## src/design/lslp_pkg.sv

```systemverilog
// ----------------------------------------------------------------------------
// lslp_pkg: shared types and constants of the link status LED pattern unit
// Link state codes, LED colours, register indexes, state and config records.
// ----------------------------------------------------------------------------
package lslp_pkg;

    // Width of the internal millisecond time base
    localparam int TIME_WIDTH = 32;
    // Width of the timestamp field on the request port
    localparam int TS_WIDTH   = 32;
    localparam int DUR_WIDTH  = 16;
    localparam int CFG_IDX_W  = 3;

    // Link state codes
    localparam logic [2:0] LINK_BOOT       = 3'd0;
    localparam logic [2:0] LINK_DISCONN    = 3'd1;
    localparam logic [2:0] LINK_PREOP      = 3'd2;
    localparam logic [2:0] LINK_OPER       = 3'd3;
    localparam logic [2:0] LINK_HB_LOST    = 3'd4;
    localparam logic [2:0] LINK_ERROR      = 3'd5;

    // LED colours: bit0 red, bit1 green, bit2 blue
    localparam logic [2:0] COLOUR_OFF   = 3'h0;
    localparam logic [2:0] COLOUR_WHITE = 3'h7;
    localparam logic [2:0] COLOUR_RED   = 3'h1;
    localparam logic [2:0] COLOUR_GREEN = 3'h2;

    // Configuration register indexes
    localparam logic [CFG_IDX_W-1:0] REG_FLASH_ON      = 3'd0;
    localparam logic [CFG_IDX_W-1:0] REG_FLASH_GAP     = 3'd1;
    localparam logic [CFG_IDX_W-1:0] REG_FLASH_REST    = 3'd2;
    localparam logic [CFG_IDX_W-1:0] REG_ERROR_BLINK   = 3'd3;
    localparam logic [CFG_IDX_W-1:0] REG_UNKNOWN_BLINK = 3'd4;

    // Register reset values
    localparam logic [DUR_WIDTH-1:0] RST_FLASH_ON      = 16'd200;
    localparam logic [DUR_WIDTH-1:0] RST_FLASH_GAP     = 16'd200;
    localparam logic [DUR_WIDTH-1:0] RST_FLASH_REST    = 16'd1000;
    localparam logic [DUR_WIDTH-1:0] RST_ERROR_BLINK   = 16'd200;
    localparam logic [DUR_WIDTH-1:0] RST_UNKNOWN_BLINK = 16'd100;

    typedef struct packed {
        logic [DUR_WIDTH-1:0] flash_on;
        logic [DUR_WIDTH-1:0] flash_gap;
        logic [DUR_WIDTH-1:0] flash_rest;
        logic [DUR_WIDTH-1:0] error_blink;
        logic [DUR_WIDTH-1:0] unknown_blink;
    } t_cfg;

    typedef struct packed {
        logic [2:0]            link;
        logic [TIME_WIDTH-1:0] last_toggle;
        logic                  blink_lit;
        logic [1:0]            phase;
        logic [2:0]            drive;
    } t_state;

    // Colour shown for a link state
    function automatic logic [2:0] colour_of(input logic [2:0] st);
        logic [2:0] c;
        case (st)
            LINK_BOOT:               c = COLOUR_WHITE;
            LINK_PREOP, LINK_OPER:   c = COLOUR_GREEN;
            default:                 c = COLOUR_RED;
        endcase
        return c;
    endfunction

    // Duration of the current flash phase
    function automatic logic [DUR_WIDTH-1:0] flash_duration(
        input logic [2:0] st, input logic [1:0] ph, input t_cfg cfg);
        logic [DUR_WIDTH-1:0] d;
        if (st == LINK_PREOP) begin
            d = ph[0] ? cfg.flash_rest : cfg.flash_on;
        end else begin
            case (ph)
                2'd1:    d = cfg.flash_gap;
                2'd3:    d = cfg.flash_rest;
                default: d = cfg.flash_on;
            endcase
        end
        return d;
    endfunction

endpackage

```

## src/design/lslp_step.sv

```systemverilog
// ----------------------------------------------------------------------------
// lslp_step: next pattern state for one request
// Applies a set (new link state) or an update (timestamp) to the state.
// ----------------------------------------------------------------------------
module lslp_step (
    input  lslp_pkg::t_state                  i_state,
    input  lslp_pkg::t_cfg                    i_cfg,
    input  logic                              i_set,
    input  logic [lslp_pkg::TIME_WIDTH-1:0]   i_now,
    input  logic [2:0]                        i_link,
    output lslp_pkg::t_state                  o_state
);

    logic [lslp_pkg::TIME_WIDTH-1:0] elapsed;
    logic [lslp_pkg::DUR_WIDTH-1:0]  dur;
    logic                            is_flash;
    logic                            is_blink;
    logic [1:0]                      ph_next;

    // Wrapped time since the last toggle
    assign elapsed  = i_now - i_state.last_toggle;
    assign is_flash = (i_state.link == lslp_pkg::LINK_PREOP) ||
                      (i_state.link == lslp_pkg::LINK_HB_LOST);
    assign is_blink = (i_state.link >= lslp_pkg::LINK_ERROR);

    // Pick the duration of the running phase or blink half period
    always_comb begin
        if (is_flash) begin
            dur = lslp_pkg::flash_duration(i_state.link, i_state.phase, i_cfg);
        end else if (i_state.link == lslp_pkg::LINK_ERROR) begin
            dur = i_cfg.error_blink;
        end else begin
            dur = i_cfg.unknown_blink;
        end
    end

    // Single flash has two phases, double flash four
    always_comb begin
        ph_next = i_state.phase + 2'd1;
        if (i_state.link == lslp_pkg::LINK_PREOP) begin
            ph_next[1] = 1'b0;
        end
    end

    // Work out the next state
    always_comb begin
        o_state = i_state;
        if (i_set) begin
            if (i_link != i_state.link) begin
                o_state.link        = i_link;
                o_state.phase       = 2'd0;
                o_state.last_toggle = '0;
                o_state.blink_lit   = 1'b1;
                o_state.drive       = lslp_pkg::colour_of(i_link);
            end
        end else if (elapsed >= lslp_pkg::TIME_WIDTH'(dur)) begin
            if (is_flash) begin
                o_state.last_toggle = i_now;
                o_state.phase       = ph_next;
                o_state.drive       = ph_next[0] ? lslp_pkg::COLOUR_OFF
                                                 : lslp_pkg::colour_of(i_state.link);
            end else if (is_blink) begin
                o_state.last_toggle = i_now;
                o_state.blink_lit   = ~i_state.blink_lit;
                o_state.drive       = i_state.blink_lit ? lslp_pkg::COLOUR_OFF
                                                        : lslp_pkg::colour_of(i_state.link);
            end
        end
    end

endmodule

```

## src/design/link_status_led_pattern_unit.sv

```systemverilog
// ----------------------------------------------------------------------------
// link_status_led_pattern_unit: RGB status LED pattern from a link state
// The result of an accepted request is registered in the output register.
// Throughput: one request per cycle; the output register sets the pace and
// a new request is taken whenever that register is empty or being drained.
// Reset (synchronous, active low): boot-up state, white, phase 0, register
// defaults loaded, output empty.
// ----------------------------------------------------------------------------
module link_status_led_pattern_unit (
    input  logic                           i_clk,
    input  logic                           i_rst_n,
    // Request stream
    input  logic                           i_s_axis_tvalid,
    output logic                           o_s_axis_tready,
    input  logic [39:0]                    i_s_axis_tdata,  // [31:0] tick_ms, [34:32] link_state
    input  logic                           i_s_axis_tuser,  // [0] operation
    // Result stream
    output logic                           o_m_axis_tvalid,
    input  logic                           i_m_axis_tready,
    output logic [7:0]                     o_m_axis_tdata,  // [2:0] rgb_mask, [5:3] shown_state
    // Configuration writes
    input  logic                           i_cfg_valid,
    output logic                           o_cfg_ready,
    input  logic [lslp_pkg::CFG_IDX_W-1:0] i_cfg_index,
    input  logic [15:0]                    i_cfg_data
);

    lslp_pkg::t_state                r_state;
    lslp_pkg::t_state                n_state;
    lslp_pkg::t_cfg                  r_cfg;
    logic                            r_out_valid;
    logic [7:0]                      r_out_data;
    logic                            in_accept;
    logic [lslp_pkg::TIME_WIDTH-1:0] now;

    assign o_s_axis_tready = ~r_out_valid | i_m_axis_tready;
    assign in_accept       = i_s_axis_tvalid & o_s_axis_tready;
    assign o_cfg_ready     = 1'b1;
    assign now             = lslp_pkg::TIME_WIDTH'(i_s_axis_tdata[lslp_pkg::TS_WIDTH-1:0]);

    lslp_step u_step (
        .i_state (r_state),
        .i_cfg   (r_cfg),
        .i_set   (i_s_axis_tuser),
        .i_now   (now),
        .i_link  (i_s_axis_tdata[34:32]),
        .o_state (n_state)
    );

    // Hold the pattern state, advance it on each accepted request
    always_ff @(posedge i_clk) begin
        if (!i_rst_n) begin
            r_state.link        <= lslp_pkg::LINK_BOOT;
            r_state.last_toggle <= '0;
            r_state.blink_lit   <= 1'b1;
            r_state.phase       <= 2'd0;
            r_state.drive       <= lslp_pkg::COLOUR_WHITE;
        end else if (in_accept) begin
            r_state <= n_state;
        end
    end

    // Write configuration registers; drop writes beyond the list
    always_ff @(posedge i_clk) begin
        if (!i_rst_n) begin
            r_cfg.flash_on      <= lslp_pkg::RST_FLASH_ON;
            r_cfg.flash_gap     <= lslp_pkg::RST_FLASH_GAP;
            r_cfg.flash_rest    <= lslp_pkg::RST_FLASH_REST;
            r_cfg.error_blink   <= lslp_pkg::RST_ERROR_BLINK;
            r_cfg.unknown_blink <= lslp_pkg::RST_UNKNOWN_BLINK;
        end else if (i_cfg_valid) begin
            case (i_cfg_index)
                lslp_pkg::REG_FLASH_ON:      r_cfg.flash_on      <= i_cfg_data;
                lslp_pkg::REG_FLASH_GAP:     r_cfg.flash_gap     <= i_cfg_data;
                lslp_pkg::REG_FLASH_REST:    r_cfg.flash_rest    <= i_cfg_data;
                lslp_pkg::REG_ERROR_BLINK:   r_cfg.error_blink   <= i_cfg_data;
                lslp_pkg::REG_UNKNOWN_BLINK: r_cfg.unknown_blink <= i_cfg_data;
                default: ;
            endcase
        end
    end

    // Output register valid flag
    always_ff @(posedge i_clk) begin
        if (!i_rst_n) begin
            r_out_valid <= 1'b0;
        end else if (in_accept) begin
            r_out_valid <= 1'b1;
        end else if (i_m_axis_tready) begin
            r_out_valid <= 1'b0;
        end
    end

    // Capture the result of each accepted request
    always_ff @(posedge i_clk) begin
        if (in_accept) begin
            r_out_data <= {2'b00, n_state.link, n_state.drive};
        end
    end

    assign o_m_axis_tvalid = r_out_valid;
    assign o_m_axis_tdata  = r_out_data;

endmodule
```

## config.mk

```make
export PLATFORM = sky130hd
export DESIGN_NAME = link_status_led_pattern_unit
export DESIGN_NICKNAME = d
export VERILOG_FILES = /design/src/design/lslp_pkg.sv /design/src/design/lslp_step.sv /design/src/design/link_status_led_pattern_unit.sv
export SDC_FILE = /design/constraint.sdc
export NUM_CORES = 1
export LEC_CHECK = 0
export BUFFER_PORTS_ARGS = -buffer_cell sky130_fd_sc_hd__buf_4
export CELL_PAD_IN_SITES_DETAIL_PLACEMENT = 1
export CELL_PAD_IN_SITES_GLOBAL_PLACEMENT = 2
export CORE_MARGIN = 5
export CORE_UTILIZATION = 35
export CTS_CLUSTER_SIZE = 20
export DETAILED_ROUTE_END_ITERATION = 8
export GPL_TIMING_DRIVEN = 0
export HOLD_SLACK_MARGIN = 0.02
export PLACE_DENSITY_LB_ADDON = 0.3
export SYNTH_ARGS = -nofsm -noshare
export SYNTH_HDL_FRONTEND = slang
export SYNTH_SLANG_ARGS = --single-unit
```

## constraint.sdc

```tcl
create_clock -name i_clk -period 7.3 [get_ports i_clk]
set_input_delay 1.46 -clock i_clk [delete_from_list [all_inputs] [get_ports i_clk]]
set_output_delay 1.46 -clock i_clk [all_outputs]
set_load 0.03 [all_outputs]
```

-- After elaboration in Yosys (flattened, before gate mapping)
Cells that the tools add are included.
- equality and inequality tests: 15
- div/mod/pow operators: 0
- order comparisons: 2
- reductions and logical operators: 19
- multiplexer cells: 22
- add/sub/neg operators: 2
- shift operators: 0
- multiply operators: 0
- bitwise operators: 4
- operators with widths (operator ; number):
    $mux 38 ; 2
    $mux 16 ; 4
    $mux 41 ; 1
    $mux 33 ; 1
    $ge 32x16->1 ; 1
    $mux 32 ; 1
    $pmux 16 s2 ; 1
    $sub 32x32->32 ; 1
    $eq 3x2->1 const B ; 6
    $mux 3 ; 5
    $pmux 3 s2 ; 2
    $reduce_and 2->1 ; 5
    $eq 3x3->1 const B ; 3
    $logic_not 3->1 ; 3
    $reduce_and 4->1 ; 2
    $reduce_bool 2->1 ; 4
    $reduce_and 5->1 ; 1
    $mux 1 ; 4
    $reduce_or 2->1 ; 2
    $eq 3x1->1 const B ; 1
    $ge 3x3->1 const B ; 1
    $ne 3x3->1 ; 1
    $reduce_bool 3->1 ; 1
    $add 2x1->2 const B ; 1
    other kinds (9) ; 10
- memories: 0
- register bits: 128
- output and inout bits: 11
- memory bits (read-only): 0
- RAM bits: 0
- input bits: 65
- bits in latches: 0
- word-level logic and storage cells: 76

-- Logic depth before layout (Yosys ltp)
Gate-level depths: netlist (run 1).
- word-level depth: 8
- mapped depth: 22
- gate-level depth less buffers: 20

-- Cells and area by module
From an unflattened synthesis (run 1), not the netlist that was laid out.
- cells, all modules: 1115
- area total of the unflattened synthesis: 8884.8 µm²
- modules (own cells, without submodules) (module ; times used ; cells an instance ; area each (µm²) ; sequential area each (µm²)):
    link_status_led_pattern_unit ; 1 ; 480 ; 4600.7 ; 2622.5
    lslp_step ; 1 ; 635 ; 4284.1 ; 0.0

-- Worst setup path after synthesis (run 1)
OpenSTA, ideal clock, no wires.
- kind: input to register
- start: input port i_s_axis_tdata[0]
- end: register r_state[10] (netlist bit)
- library setup time: 0.120 ns
- setup slack: 1.526 ns
- stages: 22
- data arrival time: 5.655 ns
- path buffers: 2
- required time: 7.180 ns
- cells stage by stage: inv_1 ha_1 fa_1 nand2b_1 a21oi_2 o21ai_1 nor2_1 nor2_1 xnor2_1 ha_1 o2111ai_1 nor2_1 a22oi_1 nand4_1 or4_1 or4_1 nor4_1 a41oi_1 clkbuf_1 clkbuf_1 nand3_1 mux2i_1
- longest elaborated chain between the ends: 4
- RTL lines (item ; RTL line ; RTL):
    from (decl) ; link_status_led_pattern_unit.sv:15 ; input logic [39:0] i_s_axis_tdata,
    $sub 32x32->32 ; lslp_step.sv:21 ; assign elapsed = i_now - i_state.last_toggle;
    $ge 32x16->1 ; lslp_step.sv:56 ; end else if (elapsed >= lslp_pkg::TIME_WIDTH'(dur)) begin
    $reduce_bool 2->1 (no line) ; -- ;
    $reduce_and 4->1 (no line) ; -- ;
    to (signal assigned) ; link_status_led_pattern_unit.sv:59 ; r_state <= n_state;
    to (decl) ; link_status_led_pattern_unit.sv:28 ; lslp_pkg::t_state r_state;
No other way between the ends.
A chain may end at the register's enable or synchronous reset.

-- Worst setup path after layout (run 1)
- start: input port i_s_axis_tdata[0]
- end: register r_state[27] (netlist bit)
The elaborated chain is that of the path after synthesis.

==> results of run 1 <==
==> cell type report <==
cell class | count | area [um^2] | share of cell area [%]
clock inverter | 15 | 171.4 | 1.673
buffer | 78 | 366.6 | 3.579
tap | 324 | 405.4 | 3.957
timing repair buffer | 66 | 495.5 | 4.837
multi-input combinational | 915 | 5562 | 54.29
inverter | 52 | 195.2 | 1.905
clock buffer | 17 | 425.4 | 4.153
sequential | 128 | 2623 | 25.60
==> how the worst min path moves through the flow <==
stage	to	slack [ns]	depth (start not counted)	startpoint
global placement	r_cfg[29]	0.44	2	r_cfg[29]
finish	r_cfg[26]	0.46	2	r_cfg[26]
detailed placement	r_cfg[28]	0.45	2	r_cfg[28]
floorplan	r_state[10]	0.43	2	r_state[10]
global route	r_cfg[62]	0.48	2	r_cfg[62]
CTS	r_cfg[57]	0.46	2	r_cfg[57]
==> flip-flops by register name (all words and copies together) (netlist names) <==
| signal | flops |
|---|---|
| r_cfg | 80 |
| o_m_axis_tdata | 6 |
| r_state | 41 |
| o_m_axis_tvalid | 1 |
==> repair_timing <==
item / CTS / global route
endpoints found under the setup margin: 0 / 3
hold buffers: 0 / 0
resized for setup: 0 / 1
==> worst max-delay path: stages <==
cell       delay [ns]
buf_4            0.08
inv_1            0.03
ha_1             0.21
fa_1             0.40
nand2b_1         0.20
a21oi_2          0.36
o21ai_1          0.23
nor2_1           0.13
nor2_1           0.06
xnor2_1          0.37
ha_1             0.32
o2111ai_1        0.26
nor4_1           0.08
o21ai_0          0.17
nand4_1          0.17
or4_1            0.57
or4_1            0.43
nor4_2           0.39
a41oi_1          0.29
clkbuf_1         0.36
clkbuf_1         0.36
nand3_1          0.18
mux2i_1          0.08
==> cells in the mapped netlist, drive strengths merged, types with 4 or more instances <==
cell	n	area share [%]
nand2	254	11
a21oi	153	8.9
dfxtp	122	28
mux2i	70	8.0
nand3	60	3.4
nor2	53	2.3
clkbuf	51	2.2
inv	51	2.2
ha	49	7.0
o21ai	42	2.5
buf	27	2.0
a211oi	26	2.3
nand4	19	1.4
o211ai	17	1.5
a22o	16	1.6
nor3	14	0.80
xnor2	13	1.3
xor2	10	1.0
a22oi	8	0.69
nand2b	8	0.57
or4	8	0.73
a21o	7	0.60
o21a	7	0.60
edfxtp	6	2.1
and3	5	0.42
and4	5	0.50
mux2	5	0.64
nor2b	5	0.36
nor4	5	0.36
o21bai	5	0.43
or3	5	0.36
o31ai	4	0.34
or2	4	0.29
==> stage by stage <==
stage / hold slack (ns) / worst slack (ns) / area [um^2] / std cells / power [mW]
2_1_floorplan: 0.4347 / 1.526 / 8740 / 1173 / 1.061
3_3_place_gp: 0.4416 / 0.1128 / 9641 / 1563 / 1.221
3_5_place_dp: 0.4492 / -0.09371 / 9641 / 1563 / 1.228
4_1_cts: 0.4584 / 0.3166 / 10240 / 1595 / 2.124
5_1_grt: 0.4782 / 0.1134 / 10240 / 1595 / 2.207
6_report: 0.4556 / 0.4061 / 10240 / 1595 / 2.112
==> logic make-up after synthesis <==
logic type      count (synthesis)  share of synthesized area [%]
simple gates                  453                          23.10
compound gates                311                          22.14
mux                            75                          8.665
buf+inv                       130                          6.431
fa+ha+maj                      50                          7.247
flops                         128                          30.02
other cells                     2                        0.08597
xor+xnor                       23                          2.306
==> routing by layer <==
metal	vias up	part of all wire, %	track usage [%]
met3	64	3.5	4.642
met4	0	3.3	8.327
met2	177	51	40.58
met1	4300	43	26.31
li1	4320	-	-
met5	-	0	0
==> report_power, final <==
| part | leakage (nW) | internal [mW] | switching [mW] |
|---|---|---|---|
| logic | 2.60 | 0.170 | 0.305 |
| registers | 1.05 | 0.727 | 0.0130 |
| clock network | 0.291 | 0.488 | 0.408 |
| total | 3.94 | 1.39 | 0.727 |
==> run summary, run 1 <==
Status - finished, final reports clean
Peak supply drop - 0.0001199 V
ANT cells - 0
Worst EP arrival - 7.22 ns
Pwr Density - 206.2 nW/um^2
Antenna viol nets, final - 0
Via count - 8861
CTS tree - built
Clk buf depth - 2
Number of setup violations in the final report - 0
Initial DRC count - 405
Vias in the first global route - 9107
# Max-Cap Violations - 0
Fin crit period - 6.894 ns
# rows - 57
Synth warn - 0
Seq/Total Area, Yosys - 30.02%
Crit path required time - 7.63 ns
Crit path capture type - register
WL final - 32200 um
Clock transition at path regs - 0.07 ns
Max-slew violations - 0
Fin Clk Skew - 0.01245 ns
CP Launch Point - i_s_axis_tdata[0]
Die extent in x - 168.0 um
Reg2reg setup slack - 0.83 ns
Final cell utilization of the core - 41.88%
Vias per cell - 5.555
Reg-to-reg critical path startpoint - r_state[39]
Synth cell types - 66
Min-Delay Path Class - register to register
Total grt overflow - 0
R2R Path End - r_state[27]
Ys flop type - dfxtp_1
Post CTS Setup Buffer Count - 0
Synth Register Bits - 128
Port bufs - 66
Clock sinks - 128
WL/cell - 20.19 um
Commonest non-fill, non-tap cell in the layout - nand2_1
Boundary Pins - 76
Layout cells sized above 1 - 10.78%
Largest net degree at the start of global routing - 17
# DRC - 0
RD Place Congestion - 0.9255
Starting Density - 35.71%
Area Overhead vs Synth - 17.26%
H-tree Lvls - 4
Worst setup path end - r_state[27]
CTS Root Cell - clkbuf_16
Worst Setup Start Kind - input pin
CP Class - input pin to register
GRT Util Overall - 22.54%
First-pass GRT wire length - 50340 um
Max-slew headroom at the worst pin - 38.44%
Die Span Y - 168.0 um
Period utilization - 94.44%
Filler instances - 3039
TritonCTS Buffers - 17
Max Fanout on Critical Path - 10
Fmax - 145.1 MHz
Worst R2R Path Depth - 20
Setup tns final - 0 ns
Syn_area_per_cell - 7.454 um^2
Post-DP HPWL - 24640 um
RSZ-0062 raised after global routing - no
FFs w/ async S/R, synth - 0%
Initial antenna violation count - 0
Die ar. - 28220 um^2
Latest clock arrival within the worst-skew pair - 0.45 ns
Final hold vios - 0
Fin nets - 1373
Leak pwr - 3.936 nW
EDFF count, synth - 6
Worst-margin pin slew - 0.9138 ns
Core area - 24460 um^2
Synthesized area - 8736 um^2
Most frequent cells in the layout - nand2_1 (253), a21oi_1 (151), dfxtp_1 (122), buf_4 (73), mux2i_1 (70)
DR pass1 iterations - 7
Synth Instances - 1172
Note: power is estimated with default switching activity, not from simulation.
==> run 2, diff against run 1 <==
--- a/config.mk
+++ b/config.mk
@@ -10,2 +10,3 @@
 export CELL_PAD_IN_SITES_GLOBAL_PLACEMENT = 2
+export CORE_ASPECT_RATIO = 0.6
 export CORE_MARGIN = 5
==> constraint.sdc (replaced) <==
create_clock -name i_clk -period 7.3 [get_ports i_clk]
set_input_delay 0.73 -clock i_clk [delete_from_list [all_inputs] [get_ports i_clk]]
set_output_delay 0.73 -clock i_clk [all_outputs]
set_load 0.03 [all_outputs]
==> run 2 against run 1 <==
  * Combinational power up 4.8%
  * Sequential share of layout area down 0.13 points
  * Routed wire length up 4.4%
  * Critical path depth down 2
  * Total power up 4.6%
  * Die area up 0.37%
  * Clock power up 8.1%
  * First-iteration DRC count up 97%
  * Fmax up 2.1%
  * Critical path type is now register to register
  * Highest routed layer is now met5
==> run summary, run 2 (synthesis results as in run 1) <==
Peak supply drop - 0.0001189 V
Hold path depth - 2
Initial DRC count - 796
RSZ-0062 raised after global routing - no
Fin nets - 1373
# Max-Cap Violations - 0
Most common cell on crit path - clkbuf_1
Antenna viol nets, final - 0
Final hold vios - 0
R2R Path End - r_state[6]
Met2 usage - 29.23%
Crit path largest cell delay - 0.56 ns
Setup tns final - 0 ns
Max-slew headroom at the worst pin - 29.78%
Max-slew violations - 0
Die ar. - 28320 um^2
Status - finished, final reports clean
Vias in the first global route - 8793
Met3 Track Usage GR - 7.367%
Most used routing layer - met1
Clock transition at path regs - 0.06 ns
Clock sinks - 128
Filler instances - 3057
Commonest non-fill, non-tap cell in the layout - nand2_1
Starting Density - 35.82%
# resized after CTS - 0
Worst EP arrival - 7.08 ns
Layout cells sized above 1 - 10.62%
Largest Register - r_cfg
Total grt overflow - 0
GRT Util Overall - 23.41%
Die extent in x - 214.0 um
Core area - 24390 um^2
CTS tree - built
Max Fanout on Critical Path - 10
Latest clock arrival within the worst-skew pair - 0.44 ns
Area Overhead vs Synth - 17.87%
TritonCTS Buffers - 17
RD Place Congestion - 0.9663
WL/cell - 21.11 um
Most frequent cells in the layout - nand2_1 (253), a21oi_1 (151), dfxtp_1 (122), buf_4 (73), mux2i_1 (70)
Min-Delay Path Class - register to register
Via count - 9051
Worst R2R Path Depth - 21
ANT cells - 0
Fin crit period - 6.751 ns
Pwr Density - 214.5 nW/um^2
Boundary Pins - 76
First-pass GRT wire length - 52270 um
Worst-margin pin slew - 1.042 ns
Layout Cells excl Fill - 1593
Leak pwr - 3.967 nW
Final Cell Area - 10300 um^2
Reg-to-reg critical path startpoint - r_state[39]
WL final - 33620 um
H-tree Lvls - 4
Largest delay share family, worst path - simple AND/OR/NAND/NOR gates
Fin Clk Skew - 0.006371 ns
Worst Setup Start Kind - register
Post CTS Setup Buffer Count - 0
Slowest-stage cell, CP - clkbuf_1
GR Util met1 - 38.28%
Crit path required time - 7.62 ns
Worst path cell trace - clkbuf_1, nor2b_1, nor2b_1, clkbuf_1, clkbuf_1, a211oi_1, a21oi_1, a21oi_1, ha_1, a21oi_1, nand2_1, o21ai_0, nand4_1, or4_1, or4_1, nor4_1, a41oi_1, clkbuf_1, clkbuf_1, nand3_1, mux2i_1
CTS Root Cell - clkbuf_16
Die Span Y - 132.4 um
Number of setup violations in the final report - 0
# rows - 44
Period utilization - 92.48%
HP Start - r_cfg[9]
Initial antenna violation count - 1
Hold Buf Count CTS - 0
Placed cell areas - 9638 um^2
# DRC - 0
DR pass1 iterations - 5
Max reg flops - 80
Min Hold Slack - 0.4573 ns
CP Class - register to register
Crit path capture type - register
WP depth - 21
Inst Count DP - 1561
Largest net degree at the start of global routing - 17
Reg2reg setup slack - 0.55 ns
Final cell utilization of the core - 42.22%
Fmax - 148.1 MHz
Post-DP HPWL - 26870 um
Clk buf depth - 2
Worst Path Buf+Inv - 5
Port bufs - 66
Vias per cell - 5.682
Hold EP - r_cfg[9]
run 2: how the worst max path moves through the flow:
stage | slack (ns) | to | start
floorplan | 2.26 | r_state[10] | i_s_axis_tdata[0]
global placement | 0.82 | r_state[6] | r_state[39]
detailed placement | 0.80 | r_state[34] | r_state[39]
CTS | 0.73 | r_state[34] | r_state[39]
global route | 0.31 | r_state[35] | r_state[39]
finish | 0.55 | r_state[6] | r_state[39]
run 2: report_power, final:
part | internal (mW) | total (mW) | switching (mW)
sequential | 0.728 | 0.741 | 0.0130
clock | 0.626 | 0.969 | 0.342
combinational | 0.172 | 0.499 | 0.327
run 2: through the flow:
step	total power, mW	setup slack (ns)
2_1_floorplan	1.061	2.256
3_3_place_gp	1.227	0.8164
3_5_place_dp	1.239	0.8022
4_1_cts	2.215	0.7332
5_1_grt	2.303	0.3118
6_report	2.209	0.5487
run 2: routing by layer:
metal	vias to the layer above	share of wire (%)
li1	4315	-
met1	4407	55
met2	303	36
met3	24	8.4
met4	2	0.81
met5	-	0.039
run 2: worst reg2reg max path: stages (launching register included):
cell	delay, ns
dfxtp_1	0.30
clkbuf_1	0.33
nor2b_1	0.39
nor2b_1	0.18
clkbuf_1	0.38
clkbuf_1	0.56
a211oi_1	0.10
a21oi_1	0.43
a21oi_1	0.18
ha_1	0.36
a21oi_1	0.15
nand2_1	0.07
o21ai_0	0.31
nand4_1	0.12
or4_1	0.57
or4_1	0.41
nor4_1	0.41
a41oi_1	0.31
clkbuf_1	0.43
clkbuf_1	0.39
nand3_1	0.18
mux2i_1	0.09
run 2: final cells by class:
cell class	count	area (um^2)	share of cell area (%)
Clock buffer	24	511.7	4.970
Timing Repair Buffer	66	495.5	4.812
Sequential cell	128	2623	25.47
Clock inverter	8	147.6	1.434
Multi-Input combinational cell	915	5555	53.95
Inverter	52	195.2	1.895
Buffer	78	366.6	3.560
Tap cell	322	402.9	3.913
